==> src/design/tsrg_pkg.sv <==
// ----------------------------------------------------------------------------
// tsrg_pkg
// Shared types and constants of the trapezoid step ramp generator.
// ----------------------------------------------------------------------------
`default_nettype none

package tsrg_pkg;

  localparam int STEP_BITS_DEF = 24;

  localparam int DELAY_W    = 16;
  localparam int RATE_W     = 16;
  localparam int MSTEPS_W   = 24;
  localparam int MOVE_W     = 24;
  localparam int POS_W      = 32;
  localparam int RC_W       = 32;
  localparam int RATE_SUM_W = RATE_W + 1;

  // 2 * interval + carried remainder, signed
  localparam int RNUM_W = RC_W + 2;

  // shared serial unit: 24 x 16 products and 40-bit dividends
  localparam int MUL_A_W = 24;
  localparam int MUL_B_W = 16;
  localparam int NUM_W   = MUL_A_W + MUL_B_W;

  localparam int CFG_IDX_W  = 3;
  localparam int CFG_DATA_W = 24;
  localparam int OUT_DATA_W = 56;

  localparam logic [DELAY_W-1:0]  FIRST_DELAY_RST  = 16'd10000;
  localparam logic [DELAY_W-1:0]  CRUISE_DELAY_RST = 16'd1000;
  localparam logic [MSTEPS_W-1:0] MAX_STEPS_RST    = 24'd100;
  localparam logic [RATE_W-1:0]   ACCEL_RST        = 16'd100;
  localparam logic [RATE_W-1:0]   DECEL_RST        = 16'd100;
  localparam logic [DELAY_W-1:0]  ONE_STEP_DELAY   = 16'd1000;

  typedef enum logic [CFG_IDX_W-1:0] {
    CFG_FIRST_DELAY  = 3'd0,
    CFG_CRUISE_DELAY = 3'd1,
    CFG_MAX_STEPS    = 3'd2,
    CFG_ACCEL        = 3'd3,
    CFG_DECEL        = 3'd4
  } cfg_idx_e;

  typedef enum logic [1:0] {
    PH_STOP  = 2'd0,
    PH_ACCEL = 2'd1,
    PH_RUN   = 2'd2,
    PH_DECEL = 2'd3
  } phase_e;

  typedef enum logic {
    REQ_START = 1'b0,
    REQ_EVENT = 1'b1
  } req_e;

  typedef enum logic [2:0] {
    ST_IDLE,
    ST_DECODE,
    ST_MUL_LIM,
    ST_DIV_LIM,
    ST_MUL_CAP,
    ST_DIV_CAP,
    ST_RAMP_DIV,
    ST_FINISH
  } ctl_state_e;

  typedef enum logic {
    OP_MUL = 1'b0,
    OP_DIV = 1'b1
  } alu_op_e;

  typedef struct packed {
    logic    start;
    alu_op_e op;
  } alu_req_t;

endpackage

`default_nettype wire

==> src/design/tsrg_muldiv.sv <==
// ----------------------------------------------------------------------------
// tsrg_muldiv
// Bit-serial unsigned unit: shift-add multiply (one multiplier bit per cycle)
// and restoring divide (one quotient bit per cycle).
// ----------------------------------------------------------------------------
`default_nettype none

module tsrg_muldiv
  import tsrg_pkg::*;
#(
  parameter int DVW = 26
) (
  input  logic           clk_i,
  input  logic           rst_ni,
  input  alu_req_t       req_i,
  input  logic [NUM_W-1:0] opa_i,
  input  logic [DVW-1:0] opb_i,
  output logic           done_o,
  output logic [NUM_W-1:0] quo_o,
  output logic [DVW-1:0] rem_o
);

  localparam int CNT_W = $clog2(NUM_W);

  logic               busy_q, busy_d;
  logic               done_q, done_d;
  alu_op_e            op_q, op_d;
  logic [CNT_W-1:0]   cnt_q, cnt_d;
  logic [NUM_W-1:0]   acc_q, acc_d;
  logic [DVW-1:0]     rem_q, rem_d;
  logic [DVW-1:0]     divr_q, divr_d;
  logic [MUL_A_W-1:0] mcand_q, mcand_d;

  logic [DVW:0]       trial;
  logic [DVW:0]       diff;
  logic               fits;
  logic [CNT_W-1:0]   last_cnt;

  assign trial    = {rem_q, acc_q[NUM_W-1]};
  assign diff     = trial - {1'b0, divr_q};
  assign fits     = (trial >= {1'b0, divr_q});
  assign last_cnt = (op_q == OP_MUL) ? CNT_W'(MUL_B_W - 1) : CNT_W'(NUM_W - 1);

  always_comb begin
    busy_d  = busy_q;
    done_d  = 1'b0;
    op_d    = op_q;
    cnt_d   = cnt_q;
    acc_d   = acc_q;
    rem_d   = rem_q;
    divr_d  = divr_q;
    mcand_d = mcand_q;
    if (req_i.start) begin
      busy_d  = 1'b1;
      op_d    = req_i.op;
      cnt_d   = '0;
      acc_d   = (req_i.op == OP_MUL) ? '0 : opa_i;
      rem_d   = '0;
      divr_d  = opb_i;
      mcand_d = opa_i[MUL_A_W-1:0];
    end else if (busy_q) begin
      if (op_q == OP_MUL) begin
        acc_d  = {acc_q[NUM_W-2:0], 1'b0}
               + (divr_q[MUL_B_W-1] ? NUM_W'(mcand_q) : '0);
        divr_d = {divr_q[DVW-2:0], 1'b0};
      end else begin
        rem_d = fits ? diff[DVW-1:0] : trial[DVW-1:0];
        acc_d = {acc_q[NUM_W-2:0], fits};
      end
      cnt_d = cnt_q + CNT_W'(1);
      if (cnt_q == last_cnt) begin
        busy_d = 1'b0;
        done_d = 1'b1;
      end
    end
  end

  always_ff @(posedge clk_i or negedge rst_ni) begin
    if (!rst_ni) begin
      busy_q <= 1'b0;
      done_q <= 1'b0;
      op_q   <= OP_MUL;
      cnt_q  <= '0;
    end else begin
      busy_q <= busy_d;
      done_q <= done_d;
      op_q   <= op_d;
      cnt_q  <= cnt_d;
    end
  end

  always_ff @(posedge clk_i) begin
    acc_q   <= acc_d;
    rem_q   <= rem_d;
    divr_q  <= divr_d;
    mcand_q <= mcand_d;
  end

  assign done_o = done_q;
  assign quo_o  = acc_q;
  assign rem_o  = rem_q;

endmodule

`default_nettype wire

==> src/design/trapezoid_step_ramp_generator.sv <==
// ----------------------------------------------------------------------------
// trapezoid_step_ramp_generator
// Linear-ramp stepper interval generator with trapezoidal speed profile.
// ----------------------------------------------------------------------------
// Usage:
//   cfg channel: write planning constants and rates while no move is active.
//   s_axis: tuser selects the transaction kind (0 start a move, 1 timer
//   compare event); tdata carries the signed step count for a start.
//   m_axis: one result per input transaction (interval, step flag, status).
// Sequencing: one transaction is processed at a time. A ramp event runs one
//   bit-serial divide before its result is registered. A start that plans a
//   ramp runs one multiply and one divide, plus a second multiply/divide pair
//   when the ramp is capped by max_steps. Other transactions do not use the
//   serial unit. The next input is taken once the result is registered.
//   Planning and ramp steps share the one multiply/divide unit.
// Reset: state clears to stop, position zero; registers take their defaults.
// Back-pressure: a finished result sits in the output register; the next
//   input transaction is taken at once, and its result waits until the
//   output register is free.
// ----------------------------------------------------------------------------
`default_nettype none

module trapezoid_step_ramp_generator
  import tsrg_pkg::*;
#(
  parameter int STEP_BITS = STEP_BITS_DEF
) (
  input  logic                  clk_i,
  input  logic                  rst_ni,
  input  logic                  s_axis_tvalid,
  output logic                  s_axis_tready,
  input  logic [MOVE_W-1:0]     s_axis_tdata,  // [23:0] move_steps
  input  logic                  s_axis_tuser,  // [0] req_type
  output logic                  m_axis_tvalid,
  input  logic                  m_axis_tready,
  // [0] accepted, [16:1] compare_interval, [17] step_taken, [18] turn_ccw,
  // [19] moving, [51:20] position, [53:52] phase, [55:54] zero
  output logic [OUT_DATA_W-1:0] m_axis_tdata,
  input  logic                  cfg_valid_i,
  output logic                  cfg_ready_o,
  input  logic [CFG_IDX_W-1:0]  cfg_index_i,
  input  logic [CFG_DATA_W-1:0] cfg_data_i
);

  localparam int IDX_W = STEP_BITS + 1;
  localparam int DVW   = (STEP_BITS + 2 > RATE_SUM_W) ? STEP_BITS + 2 : RATE_SUM_W;

  // configuration
  logic [DELAY_W-1:0]  first_delay_q, cruise_delay_q;
  logic [MSTEPS_W-1:0] max_steps_q;
  logic [RATE_W-1:0]   accel_q, decel_q;

  // motion state
  phase_e              phase_q, phase_d;
  logic                dir_q, dir_d;
  logic                busy_q, busy_d;
  logic                half_q, half_d;
  logic [DELAY_W-1:0]  si_q, si_d;
  logic [IDX_W-1:0]    ridx_q, ridx_d;
  logic [RC_W-1:0]     rc_q, rc_d;
  logic [STEP_BITS-1:0] sd_q, sd_d;
  logic [STEP_BITS-1:0] dss_q, dss_d;
  logic [IDX_W-1:0]    dii_q, dii_d;
  logic [DELAY_W-1:0]  last_q, last_d;
  logic [POS_W-1:0]    pos_q, pos_d;

  // sequencing
  ctl_state_e          st_q, st_d;
  req_e                kind_q;
  logic [MOVE_W-1:0]   move_q;
  logic [MOVE_W-1:0]   lim_q, lim_d;
  logic                cap_q, cap_d;
  logic                commit;

  // output register
  logic                  mval_q;
  logic [OUT_DATA_W-1:0] mdata_q, mdata_d;

  // serial unit
  alu_req_t            alu_req;
  logic [NUM_W-1:0]    alu_a;
  logic [DVW-1:0]      alu_b;
  logic                alu_done;
  logic [NUM_W-1:0]    alu_quo;
  logic [DVW-1:0]      alu_rem;

  // decoded values
  logic [RATE_W-1:0]     a_eff, d_eff;
  logic [MSTEPS_W-1:0]   ms_eff;
  logic                  mv_neg;
  logic [MOVE_W-1:0]     s_mag;
  logic                  is_start;
  logic                  needs_plan;
  logic                  needs_ramp;
  logic [IDX_W-1:0]      idx;
  logic [IDX_W+1:0]      den_s, den_abs;
  logic                  den_neg;
  logic [DVW-1:0]        den_mag;
  logic [RNUM_W-1:0]     num_s, num_mag;
  logic                  num_neg;
  logic [MOVE_W-1:0]     lim_raw, lim_nz;
  logic [63:0]           rem64, r64;
  logic [RC_W-1:0]       rc_new;
  logic [DELAY_W-1:0]    q_lo, q_sig, w;
  logic [NUM_W-1:0]      dvm, dvm1, dvm_neg;
  logic [MOVE_W-1:0]     ds;
  logic [STEP_BITS-1:0]  sd_inc;
  logic [POS_W-1:0]      pos_step;
  logic                  o_acc, o_taken;
  logic [DELAY_W-1:0]    o_ci;

  assign cfg_ready_o = 1'b1;

  always_ff @(posedge clk_i or negedge rst_ni) begin
    if (!rst_ni) begin
      first_delay_q  <= FIRST_DELAY_RST;
      cruise_delay_q <= CRUISE_DELAY_RST;
      max_steps_q    <= MAX_STEPS_RST;
      accel_q        <= ACCEL_RST;
      decel_q        <= DECEL_RST;
    end else if (cfg_valid_i) begin
      case (cfg_index_i)
        CFG_FIRST_DELAY:  first_delay_q  <= cfg_data_i[DELAY_W-1:0];
        CFG_CRUISE_DELAY: cruise_delay_q <= cfg_data_i[DELAY_W-1:0];
        CFG_MAX_STEPS:    max_steps_q    <= cfg_data_i[MSTEPS_W-1:0];
        CFG_ACCEL:        accel_q        <= cfg_data_i[RATE_W-1:0];
        CFG_DECEL:        decel_q        <= cfg_data_i[RATE_W-1:0];
        default: ;
      endcase
    end
  end

  assign a_eff  = (accel_q == '0) ? RATE_W'(1) : accel_q;
  assign d_eff  = (decel_q == '0) ? RATE_W'(1) : decel_q;
  assign ms_eff = (max_steps_q == '0) ? MSTEPS_W'(1) : max_steps_q;

  assign is_start = (kind_q == REQ_START);
  assign mv_neg   = move_q[MOVE_W-1];
  assign s_mag    = mv_neg ? (MOVE_W'(0) - move_q) : move_q;

  assign needs_plan = is_start && !busy_q && (s_mag > MOVE_W'(1));
  assign needs_ramp = !is_start && busy_q && half_q
                      && (phase_q == PH_ACCEL || phase_q == PH_DECEL);

  // ramp recurrence operands
  assign idx     = ridx_q + IDX_W'(1);
  assign den_s   = {idx, 2'b01};
  assign den_neg = idx[IDX_W-1];
  assign den_abs = den_neg ? (~den_s + (IDX_W+2)'(1)) : den_s;
  assign den_mag = DVW'(den_abs[IDX_W:0]);

  assign num_s   = {{(RNUM_W-DELAY_W-1){1'b0}}, si_q, 1'b0}
                 + {{(RNUM_W-RC_W){rc_q[RC_W-1]}}, rc_q};
  assign num_neg = num_s[RNUM_W-1];
  assign num_mag = num_neg ? (~num_s + RNUM_W'(1)) : num_s;

  assign rem64  = 64'(alu_rem);
  assign r64    = num_neg ? (~rem64 + 64'd1) : rem64;
  assign rc_new = r64[RC_W-1:0];
  assign q_lo   = alu_quo[DELAY_W-1:0];
  assign q_sig  = (num_neg ^ den_neg) ? (~q_lo + DELAY_W'(1)) : q_lo;
  assign w      = si_q - q_sig;

  // planning
  assign lim_raw = alu_quo[MOVE_W-1:0];
  assign lim_nz  = (lim_raw == '0) ? MOVE_W'(1) : lim_raw;
  assign dvm     = cap_q ? alu_quo : NUM_W'(s_mag - lim_q);
  assign dvm1    = (dvm == '0) ? NUM_W'(1) : dvm;
  assign dvm_neg = ~dvm1 + NUM_W'(1);
  assign ds      = (dvm1 <= NUM_W'(s_mag)) ? (s_mag - dvm1[MOVE_W-1:0]) : '0;

  assign sd_inc   = sd_q + STEP_BITS'(1);
  assign pos_step = dir_q ? (pos_q - POS_W'(1)) : (pos_q + POS_W'(1));

  // sequencer
  always_comb begin
    st_d          = st_q;
    lim_d         = lim_q;
    cap_d         = cap_q;
    alu_req.start = 1'b0;
    alu_req.op    = OP_MUL;
    alu_a         = NUM_W'(s_mag);
    alu_b         = DVW'(d_eff);
    commit        = 1'b0;
    case (st_q)
      ST_IDLE: begin
        if (s_axis_tvalid) st_d = ST_DECODE;
      end
      ST_DECODE: begin
        if (needs_plan) begin
          alu_req.start = 1'b1;
          alu_req.op    = OP_MUL;
          alu_a         = NUM_W'(s_mag);
          alu_b         = DVW'(d_eff);
          cap_d         = 1'b0;
          st_d          = ST_MUL_LIM;
        end else if (needs_ramp) begin
          alu_req.start = 1'b1;
          alu_req.op    = OP_DIV;
          alu_a         = NUM_W'(num_mag);
          alu_b         = den_mag;
          st_d          = ST_RAMP_DIV;
        end else begin
          st_d = ST_FINISH;
        end
      end
      ST_MUL_LIM: begin
        if (alu_done) begin
          alu_req.start = 1'b1;
          alu_req.op    = OP_DIV;
          alu_a         = alu_quo;
          alu_b         = DVW'({1'b0, a_eff} + {1'b0, d_eff});
          st_d          = ST_DIV_LIM;
        end
      end
      ST_DIV_LIM: begin
        if (alu_done) begin
          lim_d = lim_nz;
          if (lim_nz <= ms_eff) begin
            st_d = ST_FINISH;
          end else begin
            cap_d         = 1'b1;
            alu_req.start = 1'b1;
            alu_req.op    = OP_MUL;
            alu_a         = NUM_W'(ms_eff);
            alu_b         = DVW'(a_eff);
            st_d          = ST_MUL_CAP;
          end
        end
      end
      ST_MUL_CAP: begin
        if (alu_done) begin
          alu_req.start = 1'b1;
          alu_req.op    = OP_DIV;
          alu_a         = alu_quo;
          alu_b         = DVW'(d_eff);
          st_d          = ST_DIV_CAP;
        end
      end
      ST_DIV_CAP, ST_RAMP_DIV: begin
        if (alu_done) st_d = ST_FINISH;
      end
      ST_FINISH: begin
        if (!mval_q || m_axis_tready) begin
          commit = 1'b1;
          st_d   = ST_IDLE;
        end
      end
      default: st_d = ST_IDLE;
    endcase
  end

  // transaction outcome
  always_comb begin
    phase_d = phase_q;
    dir_d   = dir_q;
    busy_d  = busy_q;
    half_d  = half_q;
    si_d    = si_q;
    ridx_d  = ridx_q;
    rc_d    = rc_q;
    sd_d    = sd_q;
    dss_d   = dss_q;
    dii_d   = dii_q;
    last_d  = last_q;
    pos_d   = pos_q;
    o_acc   = 1'b0;
    o_taken = 1'b0;
    o_ci    = '0;
    if (is_start) begin
      if (!busy_q) begin
        o_acc  = 1'b1;
        busy_d = 1'b1;
        dir_d  = mv_neg;
        if (s_mag == MOVE_W'(1)) begin
          ridx_d  = '1;
          phase_d = PH_DECEL;
          si_d    = ONE_STEP_DELAY;
        end else if (s_mag != '0) begin
          dii_d  = dvm_neg[IDX_W-1:0];
          dss_d  = STEP_BITS'(ds);
          ridx_d = '0;
          if (first_delay_q <= cruise_delay_q) begin
            si_d    = cruise_delay_q;
            phase_d = PH_RUN;
          end else begin
            si_d    = first_delay_q;
            phase_d = PH_ACCEL;
          end
        end
        o_ci = si_d;
      end
    end else if (busy_q) begin
      o_ci = si_q;
      if (!half_q) begin
        half_d = 1'b1;
      end else begin
        half_d = 1'b0;
        case (phase_q)
          PH_ACCEL: begin
            o_taken = 1'b1;
            sd_d    = sd_inc;
            pos_d   = pos_step;
            ridx_d  = idx;
            rc_d    = rc_new;
            si_d    = w;
            if (sd_inc >= dss_q) begin
              ridx_d  = dii_q;
              phase_d = PH_DECEL;
            end else if (w <= cruise_delay_q) begin
              last_d  = w;
              si_d    = cruise_delay_q;
              rc_d    = '0;
              phase_d = PH_RUN;
            end
          end
          PH_RUN: begin
            o_taken = 1'b1;
            sd_d    = sd_inc;
            pos_d   = pos_step;
            si_d    = cruise_delay_q;
            if (sd_inc >= dss_q) begin
              ridx_d  = dii_q;
              si_d    = last_q;
              phase_d = PH_DECEL;
            end
          end
          PH_DECEL: begin
            o_taken = 1'b1;
            sd_d    = sd_inc;
            pos_d   = pos_step;
            ridx_d  = idx;
            rc_d    = rc_new;
            si_d    = w;
            if (!idx[IDX_W-1]) phase_d = PH_STOP;
          end
          default: begin
            sd_d   = '0;
            rc_d   = '0;
            busy_d = 1'b0;
            si_d   = '0;
          end
        endcase
      end
    end
    mdata_d = {2'b00, phase_d, pos_d, busy_d, dir_d, o_taken, o_ci, o_acc};
  end

  always_ff @(posedge clk_i or negedge rst_ni) begin
    if (!rst_ni) begin
      st_q    <= ST_IDLE;
      mval_q  <= 1'b0;
      cap_q   <= 1'b0;
      phase_q <= PH_STOP;
      dir_q   <= 1'b0;
      busy_q  <= 1'b0;
      half_q  <= 1'b0;
      si_q    <= '0;
      ridx_q  <= '0;
      rc_q    <= '0;
      sd_q    <= '0;
      dss_q   <= '0;
      dii_q   <= '0;
      last_q  <= '0;
      pos_q   <= '0;
    end else begin
      st_q  <= st_d;
      cap_q <= cap_d;
      if (commit) begin
        mval_q  <= 1'b1;
        phase_q <= phase_d;
        dir_q   <= dir_d;
        busy_q  <= busy_d;
        half_q  <= half_d;
        si_q    <= si_d;
        ridx_q  <= ridx_d;
        rc_q    <= rc_d;
        sd_q    <= sd_d;
        dss_q   <= dss_d;
        dii_q   <= dii_d;
        last_q  <= last_d;
        pos_q   <= pos_d;
      end else if (m_axis_tready) begin
        mval_q <= 1'b0;
      end
    end
  end

  always_ff @(posedge clk_i) begin
    if (s_axis_tvalid && s_axis_tready) begin
      kind_q <= req_e'(s_axis_tuser);
      move_q <= s_axis_tdata;
    end
    lim_q <= lim_d;
    if (commit) mdata_q <= mdata_d;
  end

  assign s_axis_tready = (st_q == ST_IDLE);
  assign m_axis_tvalid = mval_q;
  assign m_axis_tdata  = mdata_q;

  tsrg_muldiv #(
    .DVW (DVW)
  ) u_muldiv (
    .clk_i  (clk_i),
    .rst_ni (rst_ni),
    .req_i  (alu_req),
    .opa_i  (alu_a),
    .opb_i  (alu_b),
    .done_o (alu_done),
    .quo_o  (alu_quo),
    .rem_o  (alu_rem)
  );

endmodule

`default_nettype wire

==> config.mk <==
export PLATFORM = sky130hd
export DESIGN_NAME = trapezoid_step_ramp_generator
export DESIGN_NICKNAME = d
export VERILOG_FILES = /design/src/design/tsrg_pkg.sv /design/src/design/tsrg_muldiv.sv /design/src/design/trapezoid_step_ramp_generator.sv
export SDC_FILE = /design/constraint.sdc
export NUM_CORES = 2
export LEC_CHECK = 0
export BUFFER_PORTS_ARGS = -buffer_cell sky130_fd_sc_hd__buf_2
export CAP_MARGIN = 20
export CORE_MARGIN = 3
export CORE_UTILIZATION = 59
export CTS_BUF_LIST = sky130_fd_sc_hd__clkbuf_4 sky130_fd_sc_hd__clkbuf_8
export DETAILED_ROUTE_END_ITERATION = 7
export GPL_ROUTABILITY_DRIVEN = 1
export PLACE_DENSITY = 0.75
export REMOVE_ABC_BUFFERS = 1
export SYNTH_ARGS = -nofsm -noshare
export SYNTH_HDL_FRONTEND = slang
export SYNTH_SLANG_ARGS = --single-unit
==> constraint.sdc <==
create_clock -name clk_i -period 7.8 [get_ports clk_i]
set_clock_uncertainty 0.15 [all_clocks]
set_input_delay 1.56 -clock clk_i [delete_from_list [all_inputs] [get_ports clk_i]]
set_output_delay 1.56 -clock clk_i [all_outputs]
set_load 0.05 [all_outputs]
* Word-level counts from Yosys, hierarchy flattened
Cells that the tools add are included.
** Word-level totals
- Register bits after elaboration :: 520
- Output and inout bits :: 59
- Logic and storage cells :: 264
** Cells by class
- Add/sub/neg operators :: 18
- Magnitude comparators :: 7
- Eq/ne operators :: 31
- Multiplexer cells :: 118
- Bitwise gates (word level) :: 11
- Reductions and logical operators :: 44
** Operator list (number)
- 16-bit 2-to-1 mux :: 18
- 40-bit 2-to-1 mux :: 7
- 32-bit 2-to-1 mux :: 8
- 25-bit 2-to-1 mux :: 8
- 24-bit 2-to-1 mux :: 8
- 26-bit 2-to-1 mux :: 7
- 40-bit one-hot mux with 3 select lines :: 1
- 34-bit 2-to-1 mux :: 3
- 32-bit one-hot mux with 3 select lines :: 1
- 26-bit one-hot mux with 3 select lines :: 1
- 25-bit one-hot mux with 3 select lines :: 1
- 32-bit by 1-bit adder with 32-bit output (second input constant) :: 2
- 25-bit by 1-bit adder with 25-bit output (second input constant) :: 2
- 24-bit logical NOT :: 2
- 16-bit one-hot mux with 3 select lines :: 1
- 40-bit adder :: 1
- 40-bit by 24-bit <= comparator with 1-bit output :: 1
- 40-bit logical NOT :: 1
- 34-bit by 1-bit adder with 34-bit output (second input constant) :: 1
- 2-bit 2-to-1 mux :: 17
- 34-bit inverter :: 1
- 18-bit by 32-bit adder with 33-bit output :: 1
- 16-bit <= comparator :: 2
- 16-bit logical NOT :: 2
- other kinds (55) :: 132

* Depth between registers and ports, before layout
- Depth in word-level cells :: 11
- Gate-level depth with buffers :: 34
- Depth with buffers taken out :: 32

* Cells and area by module
Synthesis repeated with hierarchy kept, for this count alone.
** Unflattened totals
- Cell total of the unflattened synthesis :: 4624
- Area total of the unflattened synthesis :: 40226.1 um^2
** Modules (own cells, without submodules)
- trapezoid_step_ramp_generator :: instances 1, cells an instance 3725, area an instance 32020.7 um^2
- tsrg_muldiv :: instances 1, cells an instance 899, area an instance 8205.4 um^2

* Worst setup path before layout
OpenSTA, ideal clock, no wires.
- Kind :: register to register
- Start point :: register move_q[0]
- End point :: register dss_q[22]
- Setup time :: 96 ps
- Arrival :: 7926 ps
- Setup slack :: -371 ps
- Cell stages (with the launch flop) :: 33
- Clock period less this slack :: 8171 ps
- Cell sequence :: edfxtp_1 -> inv_1 -> clkbuf_1 -> ha_1 -> or4b_1 -> o41ai_1 -> xor2_1 -> inv_1 -> ha_1 -> a21oi_1 -> o21ai_1 -> o2bb2ai_1 -> a211oi_1 -> mux2_2 -> nor4b_2 -> nand4b_1 -> nor3_2 -> a21boi_0 -> inv_1 -> ha_1 -> inv_1 -> fa_1 -> a21o_1 -> a21o_1 -> a2111o_1 -> a21oi_1 -> o211ai_1 -> a31oi_1 -> nor2b_1 -> o21a_1 -> o41ai_1 -> xor2_1 -> o31ai_1
** On the way
- Longest elaborated chain between the ends :: 8
- Elaborated cells on any way between the ends :: 13
- Those cells by class :: add/sub (3); order compare (1); eq/ne (1); mux (4); bitwise (1); reduce/logical (3)
** Ends and longest elaborated chain
- from (decl) :: RTL line trapezoid_step_ramp_generator.sv:70 : logic [MOVE_W-1:0] move_q;
- from (signal assigned) :: RTL line trapezoid_step_ramp_generator.sv:392 : move_q <= s_axis_tdata;
- 1-bit by 24-bit subtractor with 24-bit output :: RTL line trapezoid_step_ramp_generator.sv:139 : assign s_mag = mv_neg ? (MOVE_W'(0) - move_q) : move_q;
- 24-bit 2-to-1 mux (*) :: RTL line trapezoid_step_ramp_generator.sv:139
- 24-bit by 24-bit subtractor with 25-bit output (*) :: RTL line trapezoid_step_ramp_generator.sv:167 : assign dvm = cap_q ? alu_quo : NUM_W'(s_mag - lim_q);
- 40-bit 2-to-1 mux (*) :: RTL line trapezoid_step_ramp_generator.sv:167
- 40-bit logical NOT :: RTL line trapezoid_step_ramp_generator.sv:168 : assign dvm1 = (dvm == '0) ? NUM_W'(1) : dvm;
- 40-bit 2-to-1 mux (*) :: RTL line trapezoid_step_ramp_generator.sv:168
- net dvm1[0] :: RTL line trapezoid_step_ramp_generator.sv:105 : logic [NUM_W-1:0] dvm, dvm1, dvm_neg;
- 40-bit by 24-bit <= comparator with 1-bit output or 24-bit subtractor (tied branches) :: RTL line trapezoid_step_ramp_generator.sv:170 : assign ds = (dvm1 <= NUM_W'(s_mag)) ? (s_mag - dvm1[MOVE_W-1:0]) : '0;
- 24-bit 2-to-1 mux (*) :: RTL line trapezoid_step_ramp_generator.sv:170
- to (signal assigned) :: RTL line trapezoid_step_ramp_generator.sv:379 : dss_q <= dss_d;
- to (decl) :: RTL line trapezoid_step_ramp_generator.sv:62 : logic [STEP_BITS-1:0] dss_q, dss_d;
The timed path passes the listed nets; every way through them passes the cells marked *.
A chain may end at the register's enable or synchronous reset.

* Worst setup path after layout
- Start point :: register move_q[0]
- End point :: register dss_q[20]
Same word-level chain as after synthesis.

==> flow_metrics.tcl <==
set metrics [dict create \
    io_buffers 112 \
    clk_transition_reported_paths_ps 60 \
    ff2ff_path_depth 33 \
    power_switching_share 0.4825 \
    drive_gt1_frac 0.1447 \
    start_util 0.5994 \
    power_frac_comb 0.613 \
    synth_area_leader_cell "dfrtp_1" \
    synthFlopType "dfrtp_1" \
    period_needed_ps 7488 \
    critPathMostFrequentCell "inv_1" \
    antenna_found_initial 2 \
    pwr-share-clk 0.137 \
    grt_use_total 0.3353 \
    cp_max_fo 4 \
    crit_slowest_cell "or4b_4" \
    rows 93 \
    clock_latency_ps 730 \
    status "finished, final reports clean" \
    die_y_um 262.4 \
    crit_path_end_kind "flip-flop" \
    layout.cells.non_filler 5488 \
    slew_violations 0 \
    cts-htree-levels 3 \
    drtAntennaViolNets 0 \
    synth_area_leaders "dfrtp_1 (18%), edfxtp_1 (15%), ha_1 (9.3%)" \
    finish.utilization 0.6664 \
    start_kind "flip-flop" \
    clockBufferDepth 3 \
    setup_violations 0 \
    dieArea_um2 68840 \
    leakage_uw 0.01873 \
    final_hold_viol_count 0 \
    place_ws_ps -7.748 \
    synth_cells 4417 \
    final_cell_area_um2 43110 \
    yosysWarnings 0 \
    min_period_over_period 0.9600 \
    clockRootBuffer "clkbuf_8" \
    syn_area_per_cell_um2 8.780 \
    routed_wirelength_um 119000 \
    synthDistinctLibCells 99 \
    ir_worst_vdd_mv 0.3061 \
    overflow 0 \
    clock-sinks 520 \
    required_ps 8230 \
    async_reset_ff_frac 0.5788 \
    cellInternalPower_uw 10510 \
    worstHoldPathCells 2 \
    p_per_area_nw_per_um2 471.3 \
    grt_max_degree 135 \
    grt_pass1_vias 33150 \
    fin_ws_ps 311.9 \
    path_class "reg2reg" \
    max_stage_delay_ps 490 \
    via_per_inst 6.343 \
    detail_route.iter0.violations 4162 \
    wire_per_inst_um 21.68 \
    dp_cells 5308 \
    vias 34810 \
    pwr-share-seq 0.250 \
    coreArea_um2 64700 \
    yosys.area.top_type_share 0.1813 \
    p_switching_uw 9803 \
    max-cap-violations 0 \
    area_delta_synth_final_pct 11.17 \
    synth-seq-cells 520 \
    fmax_ghz 0.1335 \
    gp_congestion 0.9853 \
    layout.nets 4905 \
    holdBufCountCts 0 \
    firstDrtPassIters 7 \
    synth_edf_count 193 \
    die_w_um 262.4 \
    ios 116 \
    synth-seq-area-share 0.3577 \
    dp_hpwl_um 88430 \
    synth_area_um2 38780 \
    hold_class "reg2reg" \
    route.detailed.drc 0 \
    cts_tree "yes" \
    place_area_um2 40900 \
    cts_made_buffers 90 \
    cp.arrival_ps 7920 \
    slew_headroom 0.3051 \
    tightest_slew_ps 1042 \
    grt_pass1_wl_um 184600 \
]
==> cell usage after synthesis (all sizes together), types with 96 or more instances <==
master / number
dfrtp: 281
nand2: 480
nand3: 96
nor2: 266
inv: 281
a21o: 103
clkbuf: 209
xor2: 118
edfxtp: 193
ha: 288
mux2: 105
a21oi: 285
xnor2: 215
o21ai: 378
==> kinds of logic after synthesis <==
kind of cell,share of synthesized area
AOI/OAI and AO/OA,0.2189
and+or+nand+nor,0.1577
xor gates and xnor gates,0.07521
other,0.0001937
buffers and inverters,0.05320
DFF,0.3577
muxes,0.04004
adders and majority gates,0.09705
==> final cells by class <==
type,instances,area [um^2]
multi-input cells,3362,23070
repair buffers,296,2009
fillers,5437,21590
inverters,282,1060
clock buffers,142,1779
well taps,855,1070
flip-flops and latches,520,13870
diodes,4,10.01
clock inverters,27,236.5
==> worst paths after layout <==
| kind | startpoint | endpoint | slack [ps] |
|---|---|---|---|
| worst max-delay path | move_q[0] | dss_q[20] | 310 |
| worst min-delay path | dss_q[9] | dss_q[9] | 330 |
| worst max register to register | move_q[0] | dss_q[20] | 310 |
| worst min register to register | dss_q[9] | dss_q[9] | 330 |
| max in group asynchronous | rst_ni | u_muldiv.cnt_q[0] | 5450 |
| min in group asynchronous | rst_ni | pos_q[15] | 720 |
==> routing by layer <==
metal  track usage  share of wire
met4        0.1678          0.055
met5             0              0
met1        0.4439           0.41
met3       0.06282          0.089
met2        0.5288           0.45
==> flip-flops by register name, indices dropped and copies added (netlist names), 2 cells and up <==
| signal | count |
|---|---|
| accel_q | 16 |
| cruise_delay_q | 16 |
| decel_q | 16 |
| dii_q | 25 |
| dss_q | 24 |
| first_delay_q | 16 |
| last_q | 16 |
| lim_q | 24 |
| m_axis_tdata | 54 |
| max_steps_q | 24 |
| move_q | 24 |
| phase_q | 2 |
| pos_q | 32 |
| rc_q | 32 |
| ridx_q | 25 |
| sd_q | 24 |
| si_q | 16 |
| st_q | 3 |
| u_muldiv.cnt_q | 6 |
| u_muldiv.divr_q | 26 |
| u_muldiv.mcand_q | 24 |
| u_muldiv.quo_o | 40 |
| u_muldiv.rem_o | 26 |
==> power groups by stage <==
stage               clock network, uW  logic (uW)  registers, uW
floorplan                           0        8510           5090
global placement                    0       11800           5050
detailed placement                  0       12100           5080
CTS                              2820       12100           5040
global route                     2930       13700           5160
finish                           2780       12500           5080
==> per-stage QoR <==
step	power, uW	hold slack (ps)	TNS, ps
finish	20320	326.5	0
global route	21780	366.8	-124.7
CTS	20010	332.2	0
detailed placement	17130	319.8	-7.748
global placement	16890	308.6	0
floorplan	13600	295.0	-63900
==> worst max-delay path, delay by kind of cell, from the launching register on <==
kind | cells | cell delay, ps
xor+xnor | 3 | 440
buf+inv | 6 | 590
compound gates | 13 | 3160
flops | 1 | 380
fa+ha+maj | 4 | 990
simple gates | 7 | 1640
==> what timing repair did <==
item | 4_1_cts | 5_1_grt
gates resized for setup | 2 | 27
pin swaps | 0 | 14
setup endpoints to repair | 1 | 25
buffers inserted | 0 | 7
==> placed cells by master, fill, tap and decap left out, drive strengths merged, types with 57 or more instances in the layout <==
cell	Yosys	layout
dfrtp	281	281
edfxtp	193	193
buf	45	296
inv	281	285
nor3	76	76
xor2	118	118
mux2	105	105
a21o	103	103
o31ai	57	57
ha	288	288
nor2	266	266
xnor2	215	215
nand3	96	96
a21oi	285	285
nand2	480	480
clkbuf	209	142
o21ai	378	378
Note: power is estimated with default switching activity, not from simulation.
